**config.mk**
```make
export PLATFORM = sky130hd
export DESIGN_NAME = route_table_engine_core
export DESIGN_NICKNAME = d
export VERILOG_FILES = /design/src/hdl/rte_pkg.sv /design/src/hdl/rte_entry_mem.sv /design/src/hdl/route_table_engine_core.sv
export SDC_FILE = /design/constraint.sdc
export NUM_CORES = 2
export LEC_CHECK = 0
export BUFFER_PORTS_ARGS = -buffer_cell sky130_fd_sc_hd__clkbuf_2
export CAP_MARGIN = 30
export CORE_ASPECT_RATIO = 1.4
export CORE_MARGIN = 2
export CORE_UTILIZATION = 45
export CTS_BUF_LIST = sky130_fd_sc_hd__clkbuf_8
export DETAILED_ROUTE_END_ITERATION = 7
export GPL_TIMING_DRIVEN = 0
export PLACE_DENSITY = 0.66
export SLEW_MARGIN = 20
export SYNTH_ARGS = -nofsm -noshare
export SYNTH_HDL_FRONTEND = slang
export SYNTH_SLANG_ARGS = --single-unit
```
**constraint.sdc**
```tcl
create_clock -name clk -period 7.4 [get_ports clk]
set_input_delay 0.74 -clock clk [delete_from_list [all_inputs] [get_ports clk]]
set_output_delay 0.74 -clock clk [all_outputs]
set_load 0.03 [all_outputs]
```
**src/hdl/rte_pkg.sv**
```systemverilog
// Shared constants and types for the route table engine.
package rte_pkg;

    localparam int unsigned DEF_TABLE_ENTRIES  = 16;
    localparam logic [31:0] DEF_LIFETIME       = 32'd30000;

    localparam logic [2:0] ACT_LOOKUP     = 3'd0;
    localparam logic [2:0] ACT_ADD        = 3'd1;
    localparam logic [2:0] ACT_REFRESH    = 3'd2;
    localparam logic [2:0] ACT_INVALIDATE = 3'd3;
    localparam logic [2:0] ACT_SWEEP      = 3'd4;

    localparam logic [3:0] ST_MISS        = 4'd0;
    localparam logic [3:0] ST_HIT         = 4'd1;
    localparam logic [3:0] ST_UPDATED     = 4'd2;
    localparam logic [3:0] ST_UNCHANGED   = 4'd3;
    localparam logic [3:0] ST_INSERTED    = 4'd4;
    localparam logic [3:0] ST_FULL        = 4'd5;
    localparam logic [3:0] ST_REFRESHED   = 4'd6;
    localparam logic [3:0] ST_INVALIDATED = 4'd7;
    localparam logic [3:0] ST_SWEPT       = 4'd8;

    typedef struct packed {
        logic [7:0]  dest;
        logic [7:0]  nhop;
        logic [7:0]  hops;
        logic [31:0] seq;
        logic [31:0] expiry;
    } entry_t;

endpackage

```
**src/hdl/rte_entry_mem.sv**
```systemverilog
// Route entry storage: one write port, one registered read port.
module rte_entry_mem #(
    parameter int unsigned DEPTH  = rte_pkg::DEF_TABLE_ENTRIES,
    parameter int unsigned ADDR_W = (DEPTH > 1) ? $clog2(DEPTH) : 1
) (
    input  logic                clk,
    input  logic                we,
    input  logic [ADDR_W-1:0]   waddr,
    input  rte_pkg::entry_t     wdata,
    input  logic [ADDR_W-1:0]   raddr,
    output rte_pkg::entry_t     rdata
);

    rte_pkg::entry_t mem [DEPTH];
    rte_pkg::entry_t rdata_reg;

    always_ff @(posedge clk)
    begin
        if (we)
        begin
            mem[waddr] <= wdata;
        end
        rdata_reg <= mem[raddr];
    end

    assign rdata = rdata_reg;

endmodule

```
**src/hdl/route_table_engine_core.sv**
```systemverilog
// Route table engine: sequential scan over the entry memory for each item; the scan
// stops at the first slot that ends it or runs over all TABLE_ENTRIES slots, and an
// add that finds no live match then passes through an insert state; unknown action
// codes skip the scan and go straight to the result state.
// Throughput: one item at a time, next accept the cycle after the result loads.
// Reset clears all valid bits and loads the lifetime register with 30000.
module route_table_engine_core #(
    parameter int unsigned TABLE_ENTRIES = rte_pkg::DEF_TABLE_ENTRIES
) (
    input  logic        clk,
    input  logic        rst_n,
    input  logic        cfg_valid,
    output logic        cfg_ready,
    input  logic [31:0] cfg_data,
    input  logic        in_valid,
    output logic        in_ready,
    input  logic [2:0]  action,
    input  logic [31:0] now,
    input  logic [7:0]  dest_node,
    input  logic [7:0]  via_node,
    input  logic [7:0]  hops,
    input  logic [31:0] dest_seq,
    output logic        out_valid,
    input  logic        out_ready,
    output logic [3:0]  status,
    output logic [7:0]  route_next_hop,
    output logic [7:0]  route_hops,
    output logic [31:0] route_seq
);

    localparam int unsigned IDX_W = (TABLE_ENTRIES > 1) ? $clog2(TABLE_ENTRIES) : 1;
    localparam int unsigned CNT_W = $clog2(TABLE_ENTRIES + 1);

    typedef enum logic [1:0] {S_IDLE, S_SCAN, S_INSERT, S_DONE} state_t;

    state_t               state_reg;
    logic [31:0]          lifetime_reg;
    logic [TABLE_ENTRIES-1:0] valid_reg;

    logic [2:0]           act_reg;
    logic [31:0]          now_reg;
    logic [7:0]           dest_reg;
    logic [7:0]           via_reg;
    logic [7:0]           hops_reg;
    logic [31:0]          seq_reg;
    logic [31:0]          exp_reg;

    logic [CNT_W-1:0]     scan_idx_reg;
    logic [IDX_W-1:0]     eval_idx_reg;
    logic                 eval_vld_reg;
    logic                 free_found_reg;
    logic [IDX_W-1:0]     free_idx_reg;

    logic [3:0]           res_status_reg;
    logic [7:0]           res_hop_reg;
    logic [7:0]           res_hops_reg;
    logic [31:0]          res_seq_reg;

    logic                 out_valid_reg;
    logic [3:0]           status_reg;
    logic [7:0]           nhop_out_reg;
    logic [7:0]           hops_out_reg;
    logic [31:0]          seq_out_reg;

    rte_pkg::entry_t      rd_data;
    rte_pkg::entry_t      mem_wdata;
    logic                 mem_we;
    logic [IDX_W-1:0]     mem_waddr;
    logic [IDX_W-1:0]     rd_addr;

    logic                 issue_ok;
    logic                 last_eval;
    logic                 search_act;
    logic                 cur_v;
    logic                 cur_m;
    logic                 cur_live;
    logic [31:0]          seq_diff;
    logic                 better;
    logic                 hit;
    logic                 inv_hit;

    rte_entry_mem #(
        .DEPTH  (TABLE_ENTRIES),
        .ADDR_W (IDX_W)
    ) u_mem (
        .clk   (clk),
        .we    (mem_we),
        .waddr (mem_waddr),
        .wdata (mem_wdata),
        .raddr (rd_addr),
        .rdata (rd_data)
    );

    assign issue_ok   = (scan_idx_reg < CNT_W'(TABLE_ENTRIES));
    assign rd_addr    = issue_ok ? scan_idx_reg[IDX_W-1:0] : '0;
    assign last_eval  = eval_vld_reg && (eval_idx_reg == IDX_W'(TABLE_ENTRIES - 1));
    assign search_act = (act_reg == rte_pkg::ACT_LOOKUP) || (act_reg == rte_pkg::ACT_ADD)
                        || (act_reg == rte_pkg::ACT_REFRESH);

    // shared compare unit on the entry under evaluation
    assign cur_v    = valid_reg[eval_idx_reg];
    assign cur_m    = (rd_data.dest == dest_reg);
    assign cur_live = (rd_data.expiry > now_reg);
    assign seq_diff = seq_reg - rd_data.seq;
    // rollover compare: newer when difference is in 1 .. 2^31-1
    assign better   = ((seq_diff != 32'd0) && !seq_diff[31])
                      || ((seq_diff == 32'd0) && (hops_reg < rd_data.hops));
    assign hit      = (state_reg == S_SCAN) && eval_vld_reg && search_act
                      && cur_v && cur_m && cur_live;
    assign inv_hit  = eval_vld_reg && (act_reg == rte_pkg::ACT_INVALIDATE)
                      && cur_v && cur_m;

    always_comb
    begin
        mem_we    = 1'b0;
        mem_waddr = eval_idx_reg;
        mem_wdata = rd_data;
        if (hit && (act_reg == rte_pkg::ACT_ADD) && better)
        begin
            mem_we    = 1'b1;
            mem_wdata = '{dest: rd_data.dest, nhop: via_reg, hops: hops_reg,
                          seq: seq_reg, expiry: exp_reg};
        end
        else if (hit && (act_reg == rte_pkg::ACT_REFRESH))
        begin
            mem_we           = 1'b1;
            mem_wdata.expiry = exp_reg;
        end
        else if ((state_reg == S_INSERT) && free_found_reg)
        begin
            mem_we    = 1'b1;
            mem_waddr = free_idx_reg;
            mem_wdata = '{dest: dest_reg, nhop: via_reg, hops: hops_reg,
                          seq: seq_reg, expiry: exp_reg};
        end
    end

    assign cfg_ready      = 1'b1;
    assign in_ready       = (state_reg == S_IDLE);
    assign out_valid      = out_valid_reg;
    assign status         = status_reg;
    assign route_next_hop = nhop_out_reg;
    assign route_hops     = hops_out_reg;
    assign route_seq      = seq_out_reg;

    // payload registers
    always_ff @(posedge clk)
    begin
        if (in_valid && in_ready)
        begin
            act_reg  <= action;
            now_reg  <= now;
            dest_reg <= dest_node;
            via_reg  <= via_node;
            hops_reg <= hops;
            seq_reg  <= dest_seq;
            exp_reg  <= now + lifetime_reg;
        end
    end

    always_ff @(posedge clk or negedge rst_n)
    begin
        if (!rst_n)
        begin
            state_reg      <= S_IDLE;
            lifetime_reg   <= rte_pkg::DEF_LIFETIME;
            valid_reg      <= '0;
            scan_idx_reg   <= '0;
            eval_idx_reg   <= '0;
            eval_vld_reg   <= 1'b0;
            free_found_reg <= 1'b0;
            free_idx_reg   <= '0;
            res_status_reg <= rte_pkg::ST_MISS;
            res_hop_reg    <= '0;
            res_hops_reg   <= '0;
            res_seq_reg    <= '0;
            out_valid_reg  <= 1'b0;
            status_reg     <= rte_pkg::ST_MISS;
            nhop_out_reg   <= '0;
            hops_out_reg   <= '0;
            seq_out_reg    <= '0;
        end
        else
        begin
            if (cfg_valid && cfg_ready)
            begin
                lifetime_reg <= cfg_data;
            end

            if (out_valid_reg && out_ready && (state_reg != S_DONE))
            begin
                out_valid_reg <= 1'b0;
            end

            case (state_reg)
                S_IDLE:
                begin
                    if (in_valid)
                    begin
                        scan_idx_reg   <= '0;
                        eval_vld_reg   <= 1'b0;
                        free_found_reg <= 1'b0;
                        res_hop_reg    <= '0;
                        res_hops_reg   <= '0;
                        res_seq_reg    <= '0;
                        res_status_reg <= (action == rte_pkg::ACT_SWEEP) ?
                                          rte_pkg::ST_SWEPT : rte_pkg::ST_MISS;
                        if (action > rte_pkg::ACT_SWEEP)
                        begin
                            state_reg <= S_DONE;
                        end
                        else
                        begin
                            state_reg <= S_SCAN;
                        end
                    end
                end

                S_SCAN:
                begin
                    eval_vld_reg <= issue_ok;
                    eval_idx_reg <= rd_addr;
                    if (issue_ok)
                    begin
                        scan_idx_reg <= scan_idx_reg + CNT_W'(1);
                    end

                    if (last_eval && !hit && !inv_hit)
                    begin
                        state_reg <= (act_reg == rte_pkg::ACT_ADD) ? S_INSERT : S_DONE;
                    end

                    if (eval_vld_reg)
                    begin
                        if (search_act)
                        begin
                            if (cur_v && cur_m && cur_live)
                            begin
                                state_reg <= S_DONE;
                                case (act_reg)
                                    rte_pkg::ACT_LOOKUP:
                                    begin
                                        res_status_reg <= rte_pkg::ST_HIT;
                                        res_hop_reg    <= rd_data.nhop;
                                        res_hops_reg   <= rd_data.hops;
                                        res_seq_reg    <= rd_data.seq;
                                    end
                                    rte_pkg::ACT_ADD:
                                    begin
                                        res_status_reg <= better ? rte_pkg::ST_UPDATED
                                                                 : rte_pkg::ST_UNCHANGED;
                                    end
                                    default:
                                    begin
                                        res_status_reg <= rte_pkg::ST_REFRESHED;
                                    end
                                endcase
                            end
                            else if (cur_v && cur_m)
                            begin
                                valid_reg[eval_idx_reg] <= 1'b0;
                            end
                            // first slot that is free once expired matches are dropped
                            if (!free_found_reg && (!cur_v || (cur_m && !cur_live)))
                            begin
                                free_found_reg <= 1'b1;
                                free_idx_reg   <= eval_idx_reg;
                            end
                        end
                        else if (act_reg == rte_pkg::ACT_INVALIDATE)
                        begin
                            if (cur_v && cur_m)
                            begin
                                valid_reg[eval_idx_reg] <= 1'b0;
                                res_status_reg          <= rte_pkg::ST_INVALIDATED;
                                state_reg               <= S_DONE;
                            end
                        end
                        else
                        begin
                            if (cur_v && !cur_live)
                            begin
                                valid_reg[eval_idx_reg] <= 1'b0;
                            end
                        end
                    end
                end

                S_INSERT:
                begin
                    if (free_found_reg)
                    begin
                        valid_reg[free_idx_reg] <= 1'b1;
                        res_status_reg          <= rte_pkg::ST_INSERTED;
                    end
                    else
                    begin
                        res_status_reg <= rte_pkg::ST_FULL;
                    end
                    state_reg <= S_DONE;
                end

                S_DONE:
                begin
                    if (!out_valid_reg || out_ready)
                    begin
                        out_valid_reg <= 1'b1;
                        status_reg    <= res_status_reg;
                        nhop_out_reg  <= res_hop_reg;
                        hops_out_reg  <= res_hops_reg;
                        seq_out_reg   <= res_seq_reg;
                        state_reg     <= S_IDLE;
                    end
                end

                default:
                begin
                    state_reg <= S_IDLE;
                end
            endcase
        end
    end

endmodule

```
* Word-level counts from Yosys, hierarchy flattened
Memories as Yosys holds them, arrays and structs flattened. A register that Yosys moved wholly into a read port is not among the register bits.
Index checks and enable logic that the tools add are counted.
** Storage, ports and cells
- Bits in latches :: 0
- Bits in writable memories :: 1408
- ROM bits :: 0
- Word-level logic and storage cells :: 196
- Output and inout bits :: 55
- Memories kept :: 1
- Bits of input ports :: 128
- Register bits :: 293
** Memories
- u_mem.mem :: words 16, bits a word 88, read ports 1, clocked after Yosys merged registers in 1, wr ports 1, RTL line rte_entry_mem.sv:14 : rte_pkg::entry_t mem [DEPTH];
** Cells by class
- Mux-type cells :: 78
- Div/mod/pow operators :: 0
- Bitwise logic cells :: 3
- Add/subtract/negate cells :: 3
- Reduce and logical (&&, ||, !) cells :: 55
- Magnitude comparators :: 8
- Shift operators :: 0
- Equality and inequality tests :: 24
- Multipliers :: 0
** Operator list (number)
- 32-bit 2-to-1 mux :: 6
- 88-bit 2-to-1 mux :: 2
- 16-bit 2-to-1 mux :: 7
- 8-bit 2-to-1 mux :: 9
- 32-bit case mux with 2 select lines :: 1
- 56-bit 2-to-1 mux :: 1
- 4-bit 2-to-1 mux :: 11
- 32-bit adder :: 1
- 32-bit > comparator :: 1
- 32-bit logical NOT :: 1
- 16-bit case mux with 2 select lines :: 1
- 8-bit case mux with 2 select lines :: 2
- 32-bit nonzero test :: 1
- 32-bit subtractor :: 1
- 1-bit logical AND :: 27
- 1-bit 2-to-1 mux :: 18
- 2-bit 2-to-1 mux :: 9
- 16-bit bitwise AND :: 1
- 2-bit inequality test (second input constant) :: 8
- 16-bit inverter :: 1
- 16-bit OR :: 1
- 4-bit case mux with 3 select lines :: 1
- 6-bit AND reduction :: 2
- 4-bit by 5-bit less-than comparator with 1-bit output (second input constant) :: 2
- other kinds (33) :: 56

* Longest topological paths before layout
- Word-level depth :: 16
- Mapped depth :: 16
- Mapped depth without buffers :: 14

* By module
A second synthesis with hierarchy kept.
** Second synthesis, totals
- Cells, all modules :: 3750
- Area, all modules :: 70970.6 um^2
** Modules (own cells, without submodules)
- rte_entry_mem :: area an instance 54354.6 um^2, cells an instance 2256, sequential area each 44042.2 um^2, instances 1
- route_table_engine_core :: area an instance 16615.9 um^2, cells an instance 1494, sequential area each 7956.4 um^2, instances 1

* Worst setup path before layout
No wires, ideal clock.
- Path type :: register to register
- From :: register seq_reg[12]
- To :: memory u_mem.mem[4][0] (netlist name), enable pin
- Arrival time :: 7.597 ns
- Buffers on the path :: 2
- Data required time :: 6.827 ns
- Setup time :: 0.573 ns
- Period minus slack after synthesis :: 8.169 ns
- Setup slack :: -0.769 ns
- Cell stages (with the launch flop) :: 14
- Cells stage by stage :: edfxtp_1 > ha_1 > buf_2 > a21o_1 > or4_1 > o21a_1 > a41o_1 > nor3_1 > xor2_1 > nand4_1 > o2111ai_2 > nand2_1 > buf_2 > mux2i_1
** Between the ends
- Word-level cells in the longest chain between the ends :: 8
- Elaborated cells on any way between the ends :: 12
- Those cells by class :: add/sub: 1; mux: 4; reduce/logical: 7
** Ends and longest elaborated chain
- start, declared :: RTL line route_table_engine_core.sv:45 : logic [31:0] seq_reg;
- start signal, assigned :: RTL line route_table_engine_core.sv:156 : seq_reg <= dest_seq;
- 32-bit subtractor * :: RTL line route_table_engine_core.sv:104 : assign seq_diff = seq_reg - rd_data.seq;
- 32-bit nonzero test (tied with other cells) :: RTL line route_table_engine_core.sv:106 : assign better = ((seq_diff != 32'd0) && !seq_diff[31])
- 1-bit logical AND, on equally long branches :: RTL line route_table_engine_core.sv:106, route_table_engine_core.sv:107
- 1-bit logical OR * :: RTL line route_table_engine_core.sv:107 : || ((seq_diff == 32'd0) && (hops_reg < rd_data.hops));
- 1-bit logical AND * :: RTL line route_table_engine_core.sv:118 : if (hit && (act_reg == rte_pkg::ACT_ADD) && better)
- 1-bit 2-to-1 mux :: RTL line route_table_engine_core.sv:118
- 1-bit 2-to-1 mux :: RTL line rte_entry_mem.sv:19 : if (we)
- 1-bit 2-to-1 mux (not written as such) :: RTL line rte_entry_mem.sv:21 : mem[waddr] <= wdata;
- end, declared :: RTL line rte_entry_mem.sv:14
Every way passes the cells marked *; elsewhere a longest branch is shown, timed or not.

* Final worst setup path
- From :: register seq_reg[15]
- To :: memory u_mem.mem[6][45] (netlist name), enable pin
The elaborated chain is that of the path after synthesis.

==> flow_metrics.tcl <==
set metrics [dict create \
    yosysWarnings 0 \
    yosysSeqAreaShare_pct 70.9 \
    avgSynthCellArea_sq_um 15.1 \
    io_buffers 180 \
    dieWidth_microns 345 \
    comb_power_share_pct 32.7 \
    cts_buffers 294 \
    timing.fmax_mhz 143 \
    cts.path.max_buffers 4 \
    worstMarginPinSlew_ps 1040 \
    drt_iter0_drc 3361 \
    switching_share_pct 35.2 \
    clk_latency_ps 1030 \
    path_max_fanout 17 \
    p_switching_mw 11.4 \
    power_leakage_nw 30.3 \
    grt-ovfl-total 0 \
    grt_usage_pct 22.7 \
    drt_pass1_iterations 6 \
    endpoint_kind "flop" \
    rsz0062_at_grt "false" \
    pin_count 183 \
    finalInstanceArea_sq_um 86400 \
    power_density_nw_per_um2 376 \
    final-hold-violation-count 0 \
    antenna_left 0 \
    fin_ws_ps 415 \
    wl_per_cell_microns 24.2 \
    synth_edf_count 1531 \
    cts_tree "built" \
    syn_inst 4846 \
    synth_cell_type_count 84 \
    critPathKind "flop to flop" \
    async_flop_share_pct 9.50 \
    dieArea_sq_um 166000 \
    largest_register_ffs 1408 \
    clkSinkCount 1789 \
    post-place-ws_ps 439 \
    startpoint_type "flop" \
    yosys_register_bits 1789 \
    setup_tns_ps 0 \
    die_h_microns 482 \
    cp_data_arrival_time_ps 7680 \
    slew_headroom_pct 30.5 \
    dp_hpwl_mm 137 \
    setup_viol 0 \
    worstPathRequired_ps 8090 \
    gp_congestion 0.872 \
    post_cts_buffers 0 \
    final_nets 5794 \
    finalCritPeriodShare_pct 94.4 \
    fin_util_pct 53.2 \
    grt_first_pass_wirelength_mm 282 \
    drive_gt1_share_pct 21.5 \
    place_inst 7261 \
    fp-row-count 175 \
    cap_violations 0 \
    grt_max_degree 85 \
    clkPwrFrac_pct 24.9 \
    ys.flop_type "edfxtp_1" \
    vdd_drop_max_mv 0.224 \
    initial_core_util_pct 45.2 \
    dpl_cell_area_sq_um 79700 \
    holdWs_ps 192 \
    fin_crit_ps 6990 \
    rr_worst_depth 18 \
    remaining_drc_errors 0 \
    final-max-slew-violation-count 0 \
    drt-total-wl_mm 191 \
    hold_class "input port to asynchronous set/reset pin" \
    areaGrowthSynthToFinish_pct 17.8 \
    power_frac_seq_pct 42.4 \
    clock_skew_ps 63.8 \
    intPower_mw 21.1 \
    core_area_sq_um 162000 \
    antenna_found_initial 8 \
    grt_pass1_vias 45500 \
    vias 44400 \
    synth_fp_nets 5082 \
    clock-root-buffer "clkbuf_8" \
    htree_num_levels 5 \
    avgViaCountPerCell 5.62 \
    finalPower_mw 32.5 \
    status "finished, final reports clean" \
    final_cells 7896 \
    netlist_area_sq_um 73400 \
    clk_pin_slew_worst_paths_ps 60 \
]
## final timing paths
| path | from | slack [ps] | endpoint |
|---|---|---|---|
| worst max-delay path | seq_reg[15]$_DFFE_PP_ | 410 | u_mem.mem[6][45]$_DFFE_PP_ |
| worst min-delay path | rst_n | 190 | lifetime_reg[6]$_DFFE_PN0P_ |
| worst max register to register | seq_reg[15]$_DFFE_PP_ | 410 | u_mem.mem[6][45]$_DFFE_PP_ |
| worst min register to register | route_seq[16]$_DFFE_PN0P_ | 480 | route_seq[16]$_DFFE_PN0P_ |
| max in group asynchronous | rst_n | 6010 | route_seq[10]$_DFFE_PN0P_ |
| min in group clk | cfg_valid | 280 | lifetime_reg[0]$_DFFE_PN0P_ |
## power groups by stage
stage	Sequential [mW]	Clock [mW]	Combinational (mW)
after floorplan	14.0	0	6.48
after global placement	14.0	0	10.1
after detailed placement	14.0	0	10.5
after CTS	13.8	8.27	10.6
after global routing	13.9	8.71	11.5
final	13.8	8.10	10.6
## logic make-up (layout without fill, tap and decap cells)
| logic type | after synthesis | in the layout | share of synthesized area [%] |
|---|---|---|---|
| compound gates | 1273 | 1273 | 10.7 |
| xor+xnor | 48 | 48 | 0.573 |
| fa+ha+maj | 108 | 108 | 1.86 |
| buf+inv | 433 | 1357 | 2.27 |
| flops | 1789 | 1789 | 70.9 |
| mux | 698 | 698 | 10.5 |
| other cells | 1 | 3 | 0.00511 |
| simple gates | 496 | 496 | 3.14 |
## synth_stat cells (42+ instances only)
cell      count  share of area, %
a21oi_1     423               2.9
a221oi_1     93               1.1
a22oi_1      89              0.91
a32o_1       89               1.2
buf_1        42              0.21
clkbuf_1    234               1.2
dfrtp_1     163               5.6
dfxtp_1      88               2.4
edfxtp_1   1531                63
ha_1        106               1.8
inv_1       141              0.72
mux2_2      474               7.3
mux2i_1     200               2.7
nand2_1     221               1.1
nand3_1      70              0.48
nor2_1       70              0.36
o21ai_0     418               2.9
## layout by cell type (no fill, tap or decap), types with 23 or more instances in the layout
master         count
o21ai_0          418
edfxtp_1        1531
mux2_2           474
buf_16            72
a32o_1            89
nand2_1          221
clkbuf_1         222
dlygate4sd3_1    125
dfxtp_1           88
buf_1             42
clkinv_2          24
nand3_1           70
mux2i_1          183
dfrtp_1          163
nor2_1            70
a22oi_1           89
xnor2_1           36
clkbuf_8         330
ha_1             106
a21o_1            33
nor3_1            23
a21oi_1          423
nor2b_1           28
clkinv_1          38
a221oi_1          93
buf_8             31
inv_1            242
clkbuf_2         191
## repair_timing
item,in CTS,in global routing
endpoints found under the hold margin,204,0
resized for setup,0,0
setup endpoints to repair,0,0
hold buffers,125,0
## routing by layer
layer	global-route usage (%)	up-vias	share of wire [%]
met5	0	-	0.0089
met4	9.01	2	3.8
met3	4.04	380	6.4
met2	39.9	1633	50
met1	27.7	22100	40
li1	-	20300	-
## area by class of cell
type / count / area [sq um]
antenna: 2 / 5.00
timing repair buffer: 416 / 4710
clock buffer: 329 / 4530
sequential: 1789 / 52000
clock inverter: 179 / 895
fill: 13200 / 75900
multi-input combinational: 2624 / 19900
buffer: 292 / 1160
inverter: 141 / 537
tap: 2124 / 2660
## critical path: stages, from the launching register on
cell       delay (ps)
edfxtp_1          440
ha_1              340
buf_4             170
a21oi_1           100
o21ai_0           540
a21oi_1           180
o21ai_0           480
or3b_1            430
a2111oi_0         410
buf_1             210
and4_1            210
nand4_1           410
o2111ai_2         430
nand2_1           450
buf_2             490
mux2i_4           720
buf_16            250
buf_16            180
buf_16            180
Power figures use the tool's default switching activity.
